$ cat src/design/eddist_pkg.sv
package eddist_pkg;

  // longest string that is kept
  localparam int unsigned MAX_LEN = 32;

  // width of a length or of a table entry, and of a text or row index
  localparam int unsigned LEN_W = $clog2(MAX_LEN + 1);
  localparam int unsigned IDX_W = (MAX_LEN > 1) ? $clog2(MAX_LEN) : 1;

  // result field widths
  localparam int unsigned DIST_W = 7;
  localparam int unsigned CHAR_W = 8;

  // answer given when a string got too long
  localparam logic [DIST_W-1:0] TOO_LONG_DISTANCE = DIST_W'(99);

  // bit forced to one before two characters are compared
  localparam logic [CHAR_W-1:0] FOLD_MASK = CHAR_W'(32);

  typedef enum logic [1:0] {
    ACT_APPEND_FIRST  = 2'd0,
    ACT_APPEND_SECOND = 2'd1,
    ACT_COMPUTE       = 2'd2,
    ACT_UNUSED        = 2'd3
  } action_e;

  typedef enum logic [1:0] {
    ST_IDLE = 2'b01,
    ST_CALC = 2'b10
  } state_e;

endpackage

$ cat src/design/edit_distance_engine_top.sv
// edit distance engine: case-folding Levenshtein distance of two byte strings
//
// input channel (in_valid_i / in_ready_o) carries one beat per action:
//   append a character to the first or second string, or compute.
// output channel (out_valid_o / out_ready_i) carries one beat per compute:
//   distance and too_long. Appends and the unused action give no beat.
// a compute beat walks the distance table one cell per cycle through a
// single min-of-three cell unit, covering all la * lb cells (la, lb: stored
// lengths) before its result is registered; when a string is empty or too
// long the result is registered in the cycle of acceptance. The table keeps
// one row of MAX_LEN entries in flip-flops, read and written at the current
// column in each cycle of the walk.
// the result sits in an output register: appends are still taken while it
// waits, a compute beat is held off until the output register is free.
// reset empties both strings, clears the too-long flags and drops any
// pending result; stored characters and the row need no reset.
module edit_distance_engine_top import eddist_pkg::*; (
  input  logic              clk_i,
  input  logic              rst_ni,
  input  logic              in_valid_i,
  output logic              in_ready_o,
  input  logic [1:0]        action_i,
  input  logic [CHAR_W-1:0] char_code_i,
  output logic              out_valid_o,
  input  logic              out_ready_i,
  output logic [DIST_W-1:0] distance_o,
  output logic              too_long_o
);

  // string storage and lengths
  logic [CHAR_W-1:0] first_text_q  [MAX_LEN];
  logic [CHAR_W-1:0] second_text_q [MAX_LEN];
  logic [LEN_W-1:0]  first_len_q, first_len_d;
  logic [LEN_W-1:0]  second_len_q, second_len_d;
  logic              first_over_q, first_over_d;
  logic              second_over_q, second_over_d;

  // working row: entry k holds column k+1
  logic [LEN_W-1:0]  row_q [MAX_LEN];

  // sequencer
  state_e            state_q, state_d;
  logic [LEN_W-1:0]  i_q, i_d;
  logic [LEN_W-1:0]  j_q, j_d;
  logic [LEN_W-1:0]  diag_q, diag_d;
  logic [LEN_W-1:0]  left_q, left_d;

  // output register
  logic              out_valid_q, out_valid_d;
  logic [DIST_W-1:0] distance_q, distance_d;
  logic              too_long_q, too_long_d;

  logic              out_free;
  logic              in_fire;
  logic              row_we;
  action_e           action;

  logic [LEN_W-1:0]  i_m1, j_m1;
  logic [IDX_W-1:0]  ca_idx, cb_idx, first_wr_idx, second_wr_idx;
  logic [CHAR_W-1:0] ca, cb;
  logic              cost;
  logic [LEN_W-1:0]  up;
  logic [LEN_W:0]    up_p1, left_p1, diag_pc, best_w;
  logic [LEN_W-1:0]  best;

  assign action   = action_e'(action_i);
  assign out_free = !out_valid_q || out_ready_i;

  // compute waits for a free output register, appends only for idle
  always_comb begin
    in_ready_o = 1'b0;
    if (state_q == ST_IDLE) begin
      in_ready_o = (action != ACT_COMPUTE) || out_free;
    end
  end

  assign in_fire = in_valid_i && in_ready_o;

  // cell unit: one table cell per cycle
  assign i_m1   = i_q - LEN_W'(1);
  assign j_m1   = j_q - LEN_W'(1);
  assign ca_idx = i_m1[IDX_W-1:0];
  assign cb_idx = j_m1[IDX_W-1:0];
  assign ca     = first_text_q[ca_idx] | FOLD_MASK;
  assign cb     = second_text_q[cb_idx] | FOLD_MASK;
  assign cost   = (ca != cb);
  assign up     = (i_q == LEN_W'(1)) ? j_q : row_q[cb_idx];

  always_comb begin
    up_p1   = {1'b0, up} + (LEN_W+1)'(1);
    left_p1 = {1'b0, left_q} + (LEN_W+1)'(1);
    diag_pc = {1'b0, diag_q} + (LEN_W+1)'(cost);
    best_w  = up_p1;
    if (left_p1 < best_w) begin
      best_w = left_p1;
    end
    if (diag_pc < best_w) begin
      best_w = diag_pc;
    end
    best = best_w[LEN_W-1:0];
  end

  assign first_wr_idx  = first_len_q[IDX_W-1:0];
  assign second_wr_idx = second_len_q[IDX_W-1:0];

  // sequencer and output control
  always_comb begin
    state_d       = state_q;
    i_d           = i_q;
    j_d           = j_q;
    diag_d        = diag_q;
    left_d        = left_q;
    first_len_d   = first_len_q;
    second_len_d  = second_len_q;
    first_over_d  = first_over_q;
    second_over_d = second_over_q;
    out_valid_d   = out_valid_q && !out_ready_i;
    distance_d    = distance_q;
    too_long_d    = too_long_q;
    row_we        = 1'b0;

    unique case (state_q)
      ST_IDLE: begin
        if (in_fire) begin
          case (action)
            ACT_APPEND_FIRST: begin
              if (first_len_q < LEN_W'(MAX_LEN)) begin
                first_len_d = first_len_q + LEN_W'(1);
              end else begin
                first_over_d = 1'b1;
              end
            end
            ACT_APPEND_SECOND: begin
              if (second_len_q < LEN_W'(MAX_LEN)) begin
                second_len_d = second_len_q + LEN_W'(1);
              end else begin
                second_over_d = 1'b1;
              end
            end
            ACT_COMPUTE: begin
              if (first_over_q || second_over_q) begin
                out_valid_d = 1'b1;
                distance_d  = TOO_LONG_DISTANCE;
                too_long_d  = 1'b1;
              end else if (first_len_q == '0) begin
                out_valid_d = 1'b1;
                distance_d  = DIST_W'(second_len_q);
                too_long_d  = 1'b0;
              end else if (second_len_q == '0) begin
                out_valid_d = 1'b1;
                distance_d  = DIST_W'(first_len_q);
                too_long_d  = 1'b0;
              end
              if (first_over_q || second_over_q ||
                  first_len_q == '0 || second_len_q == '0) begin
                first_len_d   = '0;
                second_len_d  = '0;
                first_over_d  = 1'b0;
                second_over_d = 1'b0;
              end else begin
                state_d = ST_CALC;
                i_d     = LEN_W'(1);
                j_d     = LEN_W'(1);
                diag_d  = '0;
                left_d  = LEN_W'(1);
              end
            end
            default: begin
            end
          endcase
        end
      end
      ST_CALC: begin
        row_we = 1'b1;
        if (j_q == second_len_q) begin
          if (i_q == first_len_q) begin
            // last cell: register the answer and empty both strings
            state_d      = ST_IDLE;
            out_valid_d  = 1'b1;
            distance_d   = DIST_W'(best);
            too_long_d   = 1'b0;
            first_len_d  = '0;
            second_len_d = '0;
          end else begin
            i_d    = i_q + LEN_W'(1);
            j_d    = LEN_W'(1);
            diag_d = i_q;
            left_d = i_q + LEN_W'(1);
          end
        end else begin
          j_d    = j_q + LEN_W'(1);
          diag_d = up;
          left_d = best;
        end
      end
      default: begin
        state_d = ST_IDLE;
      end
    endcase
  end

  // control registers
  always_ff @(posedge clk_i or negedge rst_ni) begin
    if (!rst_ni) begin
      state_q       <= ST_IDLE;
      first_len_q   <= '0;
      second_len_q  <= '0;
      first_over_q  <= 1'b0;
      second_over_q <= 1'b0;
      out_valid_q   <= 1'b0;
    end else begin
      state_q       <= state_d;
      first_len_q   <= first_len_d;
      second_len_q  <= second_len_d;
      first_over_q  <= first_over_d;
      second_over_q <= second_over_d;
      out_valid_q   <= out_valid_d;
    end
  end

  // datapath registers
  always_ff @(posedge clk_i) begin
    i_q        <= i_d;
    j_q        <= j_d;
    diag_q     <= diag_d;
    left_q     <= left_d;
    distance_q <= distance_d;
    too_long_q <= too_long_d;
  end

  // string storage writes
  always_ff @(posedge clk_i) begin
    if (in_fire && action == ACT_APPEND_FIRST && first_len_q < LEN_W'(MAX_LEN)) begin
      first_text_q[first_wr_idx] <= char_code_i;
    end
    if (in_fire && action == ACT_APPEND_SECOND && second_len_q < LEN_W'(MAX_LEN)) begin
      second_text_q[second_wr_idx] <= char_code_i;
    end
  end

  // row update at the current column
  always_ff @(posedge clk_i) begin
    if (row_we) begin
      row_q[cb_idx] <= best;
    end
  end

  assign out_valid_o = out_valid_q;
  assign distance_o  = distance_q;
  assign too_long_o  = too_long_q;

endmodule
$ cat config.mk
export PLATFORM = sky130hd
export DESIGN_NAME = edit_distance_engine_top
export DESIGN_NICKNAME = d
export VERILOG_FILES = /design/src/design/eddist_pkg.sv /design/src/design/edit_distance_engine_top.sv
export SDC_FILE = /design/constraint.sdc
export NUM_CORES = 1
export LEC_CHECK = 0
export BUFFER_PORTS_ARGS = -buffer_cell sky130_fd_sc_hd__buf_2
export CORE_UTILIZATION = 45
export DETAILED_ROUTE_END_ITERATION = 8
export GPL_ROUTABILITY_DRIVEN = 0
export GPL_TIMING_DRIVEN = 0
export PLACE_DENSITY_LB_ADDON = 0.3
export SLEW_MARGIN = 20
export SYNTH_ARGS = -nofsm -noshare
export SYNTH_HDL_FRONTEND = slang
export SYNTH_SLANG_ARGS = --single-unit
$ cat constraint.sdc
create_clock -name clk_i -period 22.3 [get_ports clk_i]
set_clock_uncertainty 0.2 [all_clocks]
set_input_delay 4.46 -clock clk_i [delete_from_list [all_inputs] [get_ports clk_i]]
set_output_delay 4.46 -clock clk_i [all_outputs]
set_load 0.02 [all_outputs]
## Word-level counts from Yosys, hierarchy flattened

Memories as Yosys holds them, arrays and structs flattened.
Cells that the tools add are included.

- Bits in writable memories: 704
- Output and inout bits: 10
- Logic and storage cells: 154
- Input bits: 14
- Register bits after elaboration: 49
- Memories: 3

- Reductions and logical operators: 27
- Mux-type cells: 74
- Magnitude comparators: 4
- Equality and inequality tests: 25
- $add $sub $neg: 9

Memories:

| memory | words | bits a word | read ports | clocked after Yosys merged registers in | write ports | RTL line | text |
|---|---|---|---|---|---|---|---|
| first_text_q | 32 | 8 | 1 | 0 | 1 | edit_distance_engine_top.sv:31 | `logic [CHAR_W-1:0] first_text_q [MAX_LEN];` |
| second_text_q | 32 | 8 | 1 | 0 | 1 | edit_distance_engine_top.sv:32 | `logic [CHAR_W-1:0] second_text_q [MAX_LEN];` |
| row_q | 32 | 6 | 1 | 0 | 1 | edit_distance_engine_top.sv:39 | `logic [LEN_W-1:0] row_q [MAX_LEN];` |

Operator list:

| operator | count |
|---|---|
| 6-bit two-way mux | 22 |
| 6-bit one-hot mux with 2 select lines | 8 |
| 7-bit two-way mux | 8 |
| 1-bit two-way mux | 25 |
| 6-bit by 1-bit adder with 6-bit output (second input constant) | 4 |
| 5-bit AND reduction | 4 |
| 2-bit != test (second input constant) | 9 |
| 6-bit by 1-bit adder with 7-bit output (second input constant) | 2 |
| 7-bit < comparator | 2 |
| 7-bit one-hot mux with 2 select lines | 1 |
| 7-bit AND reduction | 2 |
| 6-bit == test | 2 |
| 6-bit logical NOT | 2 |
| 6-bit < comparator (second input constant) | 2 |
| 6-bit AND reduction | 2 |
| 2-bit two-way mux | 5 |
| 5-bit by 1-bit subtractor with 5-bit output (second input constant) | 2 |
| 1-bit one-hot mux with 2 select lines | 4 |
| 6-bit by 1-bit adder with 7-bit output | 1 |
| 7-bit != test | 1 |
| 6-bit by 1-bit == test with 1-bit output (second input constant) | 1 |
| 1-bit logical AND | 6 |
| 3-bit by 1-bit != test with 1-bit output (second input constant) | 2 |
| 3-bit by 2-bit != test with 1-bit output (second input constant) | 2 |
| 10 further kinds | 20 |

## Depth between registers and ports, before layout

Gate-level depths: netlist of run 1.
An unclocked memory read counts as a cell.

- Word-level depth: 11
- Gate-level depth with buffers: 41

## Worst setup path before layout of run 1

No wires, ideal clock.

- Path type: input to output
- From: input port action_i[0]
- To: output port in_ready_o
- Stages on the path: 2
- Path buffers: 0
- Slack: 12.732 ns
- Arrival: 4.908 ns
- Required time: 17.640 ns
- Cells stage by stage: nand2b_1 -> o21a_1

- Longest elaborated chain between the ends: 3

Ends and longest elaborated chain:

| item | RTL line | text |
|---|---|---|
| start, declared | edit_distance_engine_top.sv:22 | `input logic [1:0] action_i,` |
| 2-bit != test | edit_distance_engine_top.sv:73 | `in_ready_o = (action != ACT_COMPUTE) \|\| out_free;` |
| 1-bit logical OR | edit_distance_engine_top.sv:73 |  |
| 1-bit two-way mux | edit_distance_engine_top.sv:72 | `if (state_q == ST_IDLE) begin` |
| end, declared | edit_distance_engine_top.sv:21 | `output logic in_ready_o,` |

Every way passes these cells.

## Final worst setup path of run 1

- From: register j_q[0]
- To: memory row_q[18][1] (netlist bit) (data pin)

- Longest elaborated chain between the ends: 8
- Elaborated cells between the ends (all ways): 11

Ends and longest elaborated chain:

| item | RTL line | text |
|---|---|---|
| start, declared | edit_distance_engine_top.sv:44 | `logic [LEN_W-1:0] j_q, j_d;` |
| start signal, assigned | edit_distance_engine_top.sv:224 | `j_q <= j_d;` |
| 5-bit by 1-bit subtractor with 5-bit output * | edit_distance_engine_top.sv:81 | `assign j_m1 = j_q - LEN_W'(1);` |
| via j_m1[0] | edit_distance_engine_top.sv:58 | `logic [LEN_W-1:0] i_m1, j_m1;` |
| memory 32 x 6 bit | -- |  |
| 6-bit two-way mux | edit_distance_engine_top.sv:87 | `assign up = (i_q == LEN_W'(1)) ? j_q : row_q[cb_idx];` |
| 6-bit by 1-bit adder with 7-bit output | edit_distance_engine_top.sv:90 | `up_p1 = {1'b0, up} + (LEN_W+1)'(1);` |
| 7-bit < comparator | edit_distance_engine_top.sv:94 | `if (left_p1 < best_w) begin` |
| 7-bit two-way mux | edit_distance_engine_top.sv:94 |  |
| 7-bit < comparator | edit_distance_engine_top.sv:97 | `if (diag_pc < best_w) begin` |
| 6-bit two-way mux * | edit_distance_engine_top.sv:97 |  |
| via best_w[1] | edit_distance_engine_top.sv:63 | `logic [LEN_W:0] up_p1, left_p1, diag_pc, best_w;` |
| end, declared | edit_distance_engine_top.sv:39 |  |

The timed path passes the listed nets; every way through them passes the cells marked *.

==> impl_metrics.env, run 1 <==
export IMPL_yosys_most_used_dff="sky130_fd_sc_hd__edfxtp_1"
export IMPL_layout_setup_ws_ps=10990
export IMPL_layout_min_cycle_time_ps=11310
export IMPL_cts_hold_buffers_added=0
export IMPL_async_reset_ff_frac=0.0247
export IMPL_die_w_um=257
export IMPL_numClockSinks=688
export IMPL_cellLeakagePower_uw=0.0105
export IMPL_setup_worst_path_end_class="flip-flop"
export IMPL_cap_violations=0
export IMPL_post_route_drc_count=0
export IMPL_total_power_uw=2620
export IMPL_ys_ff_latch=688
export IMPL_cts_repair_resize_count=0
export IMPL_worst_path_max_fanout=32
export IMPL_combined_flip_flop_and_latch_cell_area_mm2=0.0206
export IMPL_cts_tree="built"
export IMPL_startpoint_type="flip-flop"
export IMPL_clock_root_buffer="sky130_fd_sc_hd__clkbuf_16"
export IMPL_detailedRoute_firstIterationViolations=1911
export IMPL_ys_seq_area_frac=0.706
export IMPL_worstPathArrival_ps=11380
export IMPL_floorplan_rows=92
export IMPL_syn_num_nets=1659
export IMPL_syn_avg_cell_area_um2=18.1
export IMPL_worst_endpoint_required_time_ps=22360
export IMPL_grt_setup_unrepaired="no"
export IMPL_dr_pass1_iters=6
export IMPL_multi_input_area_mm2=0.00812
export IMPL_pin_count=24
export IMPL_setup_total_negative_slack_ps=0
export IMPL_fmax_ghz=0.0884
export IMPL_synth_mux_area_fraction=0.147
export IMPL_die_area_mm2=0.0658
export IMPL_post_synth_inst_count=1610
export IMPL_port_buffers=22
export IMPL_wl_per_cell_um=26.2
export IMPL_cp_slowest_stage_delay_ps=740
export IMPL_final_core_util=0.517
export IMPL_critical_path_slowest_cell="sky130_fd_sc_hd__clkbuf_1"
export IMPL_cts_htree_levels=3
export IMPL_synth_top_family_by_area="multiplexers"
export IMPL_most_common_layout_cells="671 x sky130_fd_sc_hd__edfxtp_1, 168 x sky130_fd_sc_hd__mux4_2, 147 x sky130_fd_sc_hd__nor2_1"
export IMPL_synth_adder_area_share=0.0150
export IMPL_syn_to_final_growth_pct=12.8
export IMPL_maxSlewHeadroom=0.315
export IMPL_cts_buffers_inserted=70
export IMPL_synth_yosys_warnings=0
export IMPL_synth_simple_area_share=0.0570
export IMPL_synth_cell_area_mm2=0.0291
export IMPL_initial_antenna_violation_count=3
export IMPL_drt_antenna_violating_nets=0
export IMPL_route_vias_total=15800
export IMPL_fillerInstances=5083
export IMPL_timing_final_crit_share=0.507
export IMPL_clock_path_buffers=3
export IMPL_synth_area_in_xor_xnor=0.0140
export IMPL_run_status="finished clean"
export IMPL_grt_use_total=0.211
export IMPL_critical_path_class="flip-flop to flip-flop"
export IMPL_postPlaceCellArea_mm2=0.0305
export IMPL_tightest_slew_ps=1030
export IMPL_setup_viol_count_final=0
export IMPL_layout_cells_most_common="sky130_fd_sc_hd__edfxtp_1"
export IMPL_power_density_mw_per_mm2=79.7
export IMPL_hold_path_class="flip-flop to flip-flop"
export IMPL_coreArea_mm2=0.0635
export IMPL_finalHoldViolCount=0
export IMPL_share_of_final_layout_standard_cells_stronger_than_drive_strength_1=0.219
export IMPL_gr_total_overflow=0
export IMPL_synth_compound_gate_area_share=0.0430
export IMPL_design_area_mm2=0.0329
export IMPL_num_antenna_cells=0
export IMPL_grt_pass1_vias=15800
export IMPL_synth_enable_flop_cells=671
export IMPL_cts_setup_buffers=0
export IMPL_irDropWorstVdd_mv=0.0693
export IMPL_worst_setup_hold_path_clk_slew_ps=60
export IMPL_initial_core_util=0.459
export IMPL_place_worst_setup_slack_ps=11110
export IMPL_ys_types=92
export IMPL_nets=1759
export IMPL_worst_skew_pair_late_latency_ps=620
export IMPL_hpwl_um=45600
export IMPL_post_drt_via_cell_ratio=6.04
export IMPL_dieHeight_um=257
export IMPL_drt_wl_total_um=68300
export IMPL_grt_start_max_net_pins=65
export IMPL_grt_first_pass_wirelength_um=102000
export IMPL_slew_viol_final=0
[metrics by stage]
step	hold WS [ps]	instances
2_1_floorplan	302	1610
3_3_place_gp	310	2478
3_5_place_dp	320	2484
4_1_cts	328	2610
5_1_grt	340	2610
6_report	326	2610
[cells by family (layout without fill, tap and decap cells)]
logic type,Yosys count,in the layout
compound gates,174,174
xor+xnor,45,45
fa+ha+maj,35,35
buf+inv,107,261
flops,688,688
mux,214,214
simple gates,347,347
[worst max-delay path, delay by kind of cell (launching register included)]
kind | cells | cell delay, ps
AO/OA/AOI/OAI | 6 | 990
XOR/XNOR | 2 | 510
buffers and inverters | 14 | 5520
flip-flops | 1 | 490
AND/OR/NAND/NOR | 6 | 1210
adder cells (fa/ha/maj) | 4 | 1190
multiplexers | 2 | 760
[cells in the mapped netlist, drive strengths merged (7+ instances only)]
master	count	share of area
edfxtp	671	0.69
mux4	170	0.13
nor2	150	0.020
nand2	75	0.010
clkbuf	46	0.0059
o21ai	40	0.0078
buf	35	0.0084
ha	35	0.015
mux2i	34	0.012
o22ai	31	0.0067
inv	26	0.0033
nand3	25	0.0045
a21oi	23	0.0039
xnor2	23	0.0069
xor2	22	0.0071
nor3	18	0.0031
dfrtp	16	0.014
nand2b	13	0.0028
and3	12	0.0026
mux2	10	0.0039
a32o	9	0.0031
a31oi	8	0.0021
nand4	8	0.0017
a211oi	7	0.0022
or3b	7	0.0021
[area by class of cell]
cell class,count,area share
Clock buffer,79,0.0556
Inverter,26,0.00297
Timing Repair Buffer,28,0.00853
Buffer,81,0.0128
Sequential cell,688,0.626
Tap cell,846,0.0322
Clock inverter,47,0.0151
Multi-Input combinational cell,815,0.247
[power breakdown]
group          internal (µW)  switching, µW
Combinational           1.30           14.2
Clock                    697            495
Sequential              1410              0
[registers in the layout, summed over array words and instances (netlist names)]
register / count
state_q: 2
out_valid_o: 1
first_len_q: 6
j_q: 6
left_q: 6
too_long_o: 1
second_over_q: 1
second_len_q: 6
second_text_q: 224
row_q: 192
distance_o: 6
first_over_q: 1
first_text_q: 224
i_q: 6
diag_q: 6
[path summary, 6_finish.rpt]
check                                             end  cells past startpoint                   start  slack (ps)
max                            row_q[18][1]$_DFFE_PP_                     34    j_q[0]$_SDFFCE_PN1P_       10990
min reg2reg                    state_q[0]$_DFFE_PN1P_                      1  state_q[0]$_DFFE_PN1P_         330
min in group asynchronous  first_len_q[2]$_DFFE_PN0P_                      1                  rst_ni        3580
max reg2reg                    row_q[18][1]$_DFFE_PP_                     34    j_q[0]$_SDFFCE_PN1P_       10990
max in group asynchronous      state_q[0]$_DFFE_PN1P_                      1                  rst_ni       17980
min                            state_q[0]$_DFFE_PN1P_                      1  state_q[0]$_DFFE_PN1P_         330
[layer usage]
layer,global-route usage,vias to the layer above,part of all wire
met5,0,-,0
met3,0.0356,93,0.083
li1,-,6713,-
met4,0.0541,0,0.017
met2,0.323,715,0.46
met1,0.314,8253,0.44
(Power assumes the default switching activity.)
==> inputs of run 2 (changes only) <==
==> constraint.sdc (replaced) <==
create_clock -name clk_i -period 11.14 [get_ports clk_i]
set_clock_uncertainty 0.2 [all_clocks]
set_input_delay 2.228 -clock clk_i [delete_from_list [all_inputs] [get_ports clk_i]]
set_output_delay 2.228 -clock clk_i [all_outputs]
set_load 0.02 [all_outputs]
==> impl_metrics.env, run 2 (same netlist as run 1, synthesis figures left out) <==
export IMPL_route_vias_total=15800
export IMPL_worst_path_max_fanout=32
export IMPL_most_common_layout_cells="671 x sky130_fd_sc_hd__edfxtp_1, 168 x sky130_fd_sc_hd__mux4_2, 147 x sky130_fd_sc_hd__nor2_1"
export IMPL_die_w_um=257
export IMPL_critical_path_class="flip-flop to flip-flop"
export IMPL_cap_violations=0
export IMPL_maxSlewHeadroom=0.315
export IMPL_fmax_ghz=0.0967
export IMPL_dr_pass1_iters=6
export IMPL_slew_viol_final=0
export IMPL_pin_count=24
export IMPL_worst_skew_pair_late_latency_ps=610
export IMPL_grt_use_total=0.211
export IMPL_die_area_mm2=0.0658
export IMPL_regToRegSetupSlack_ps=800
export IMPL_crit_reg2reg_launch="j_q[0]$_SDFFCE_PN1P_"
export IMPL_run_status="finished clean"
export IMPL_cts_buffers_inserted=70
export IMPL_grt_first_pass_wirelength_um=102000
export IMPL_setup_worst_path_end_class="flip-flop"
export IMPL_finalHoldViolCount=0
export IMPL_cts_htree_levels=3
export IMPL_worstPathArrival_ps=10300
export IMPL_setup_viol_count_final=0
export IMPL_reg2reg_depth=33
export IMPL_cts_hold_buffers_added=0
export IMPL_nets=1758
export IMPL_dieHeight_um=257
export IMPL_layout_min_cycle_time_ps=10340
export IMPL_hpwl_um=45600
export IMPL_grt_start_max_net_pins=65
export IMPL_floorplan_rows=92
export IMPL_holdPathStages=1
export IMPL_drt_wl_total_um=68300
export IMPL_worstPathBufferInverterCount=13
export IMPL_num_antenna_cells=0
export IMPL_clock_path_buffers=3
export IMPL_critical_path_reg2reg_endpoint="row_q[18][1]$_DFFE_PP_"
export IMPL_post_route_drc_count=0
export IMPL_top_regs="first_text_q x224, second_text_q x224, row_q x192"
export IMPL_cellLeakagePower_uw=0.0105
export IMPL_startpoint_type="flip-flop"
export IMPL_hp_start="state_q[0]$_DFFE_PN1P_"
export IMPL_coreArea_mm2=0.0635
export IMPL_gr_total_overflow=0
export IMPL_hold_path_class="flip-flop to flip-flop"
export IMPL_cts_tree="built"
export IMPL_worst_endpoint_required_time_ps=11090
export IMPL_initial_antenna_violation_count=3
export IMPL_initial_core_util=0.459
export IMPL_cp_slowest_stage_delay_ps=620
export IMPL_irDropWorstVdd_mv=0.138
export IMPL_power_density_mw_per_mm2=159
export IMPL_final_core_util=0.517
export IMPL_grt_setup_unrepaired="no"
export IMPL_layout_cells_most_common="sky130_fd_sc_hd__edfxtp_1"
export IMPL_critPathTopFamily="buffers and inverters"
export IMPL_post_drt_via_cell_ratio=6.05
export IMPL_total_power_uw=5240
export IMPL_drt_antenna_violating_nets=0
export IMPL_grt_pass1_vias=15800
export IMPL_port_buffers=22
export IMPL_hold_end="state_q[0]$_DFFE_PN1P_"
export IMPL_clock_root_buffer="sky130_fd_sc_hd__clkbuf_16"
export IMPL_critical_path_slowest_cell="sky130_fd_sc_hd__clkbuf_1"
export IMPL_timing_final_crit_share=0.929
export IMPL_share_of_final_layout_standard_cells_stronger_than_drive_strength_1=0.221
export IMPL_detailedRoute_firstIterationViolations=1789
export IMPL_tightest_slew_ps=1030
export IMPL_worst_setup_hold_path_clk_slew_ps=60
export IMPL_wl_per_cell_um=26.2
export IMPL_syn_to_final_growth_pct=12.8
export IMPL_numClockSinks=688
[run 2: what timing repair did]
item                       4_1_cts  5_1_grt
setup endpoints to repair       32       89
buffers inserted                 0        0
gates cloned                     0        0
gates resized for setup          1        4
[run 2: layer usage]
layer | vias up | GRT usage | part of all wire
li1 | 6713 | - | -
met1 | 8215 | 0.314 | 0.43
met2 | 752 | 0.323 | 0.46
met3 | 97 | 0.0356 | 0.086
met4 | 0 | 0.0541 | 0.016
met5 | - | 0 | 0
[run 2: layout make-up]
class / count / area [µm²]
Timing Repair Buffer: 28 / 280
Fill cell: 5086 / 30700
Sequential cell: 688 / 20600
Tap cell: 846 / 1060
Multi-Input combinational cell: 815 / 8120
Buffer: 80 / 419
Inverter: 26 / 101
Clock buffer: 79 / 1830
Clock inverter: 47 / 497
[run 2: how the worst max path moves through the flow]
stage	cells after the start	slack (ps)	endpoint	start
floorplan	35	2560	row_q[0][0]$_DFFE_PP_	j_q[0]$_SDFFCE_PN1P_
global placement	32	-1930	row_q[11][0]$_DFFE_PP_	j_q[0]$_SDFFCE_PN1P_
finish	33	800	row_q[18][1]$_DFFE_PP_	j_q[0]$_SDFFCE_PN1P_
CTS	34	230	row_q[0][1]$_DFFE_PP_	j_q[0]$_SDFFCE_PN1P_
detailed placement	34	-50	row_q[5][1]$_DFFE_PP_	j_q[0]$_SDFFCE_PN1P_
global route	39	210	row_q[18][1]$_DFFE_PP_	j_q[0]$_SDFFCE_PN1P_
[run 2: power by group]
part	switching, µW	total [µW]	internal [µW]
clock	990	2390	1400
combinational	28.4	31.0	2.60
sequential	0	2820	2820
[run 2: worst reg2reg max path: cells and delay by family, from the launching register on]
kind / cells / cell delay [ps]
mux: 2 / 560
simple gates: 6 / 1230
xor+xnor: 2 / 520
buf+inv: 13 / 4710
compound gates: 6 / 980
fa+ha+maj: 4 / 1190
flops: 1 / 490
[run 2: through the flow]
stage | instance area (µm²) | setup WS [ps] | instances | hold WS, ps | TNS [ps]
after global routing | 32900 | 214 | 2609 | 340 | 0
after detailed placement | 30500 | -52.3 | 2484 | 320 | -1590
after global placement | 30300 | -1930 | 2478 | 310 | -143010
final | 32900 | 796 | 2609 | 326 | 0
after floorplan | 29100 | 2560 | 1610 | 302 | 0
after CTS | 32900 | 233 | 2610 | 328 | 0
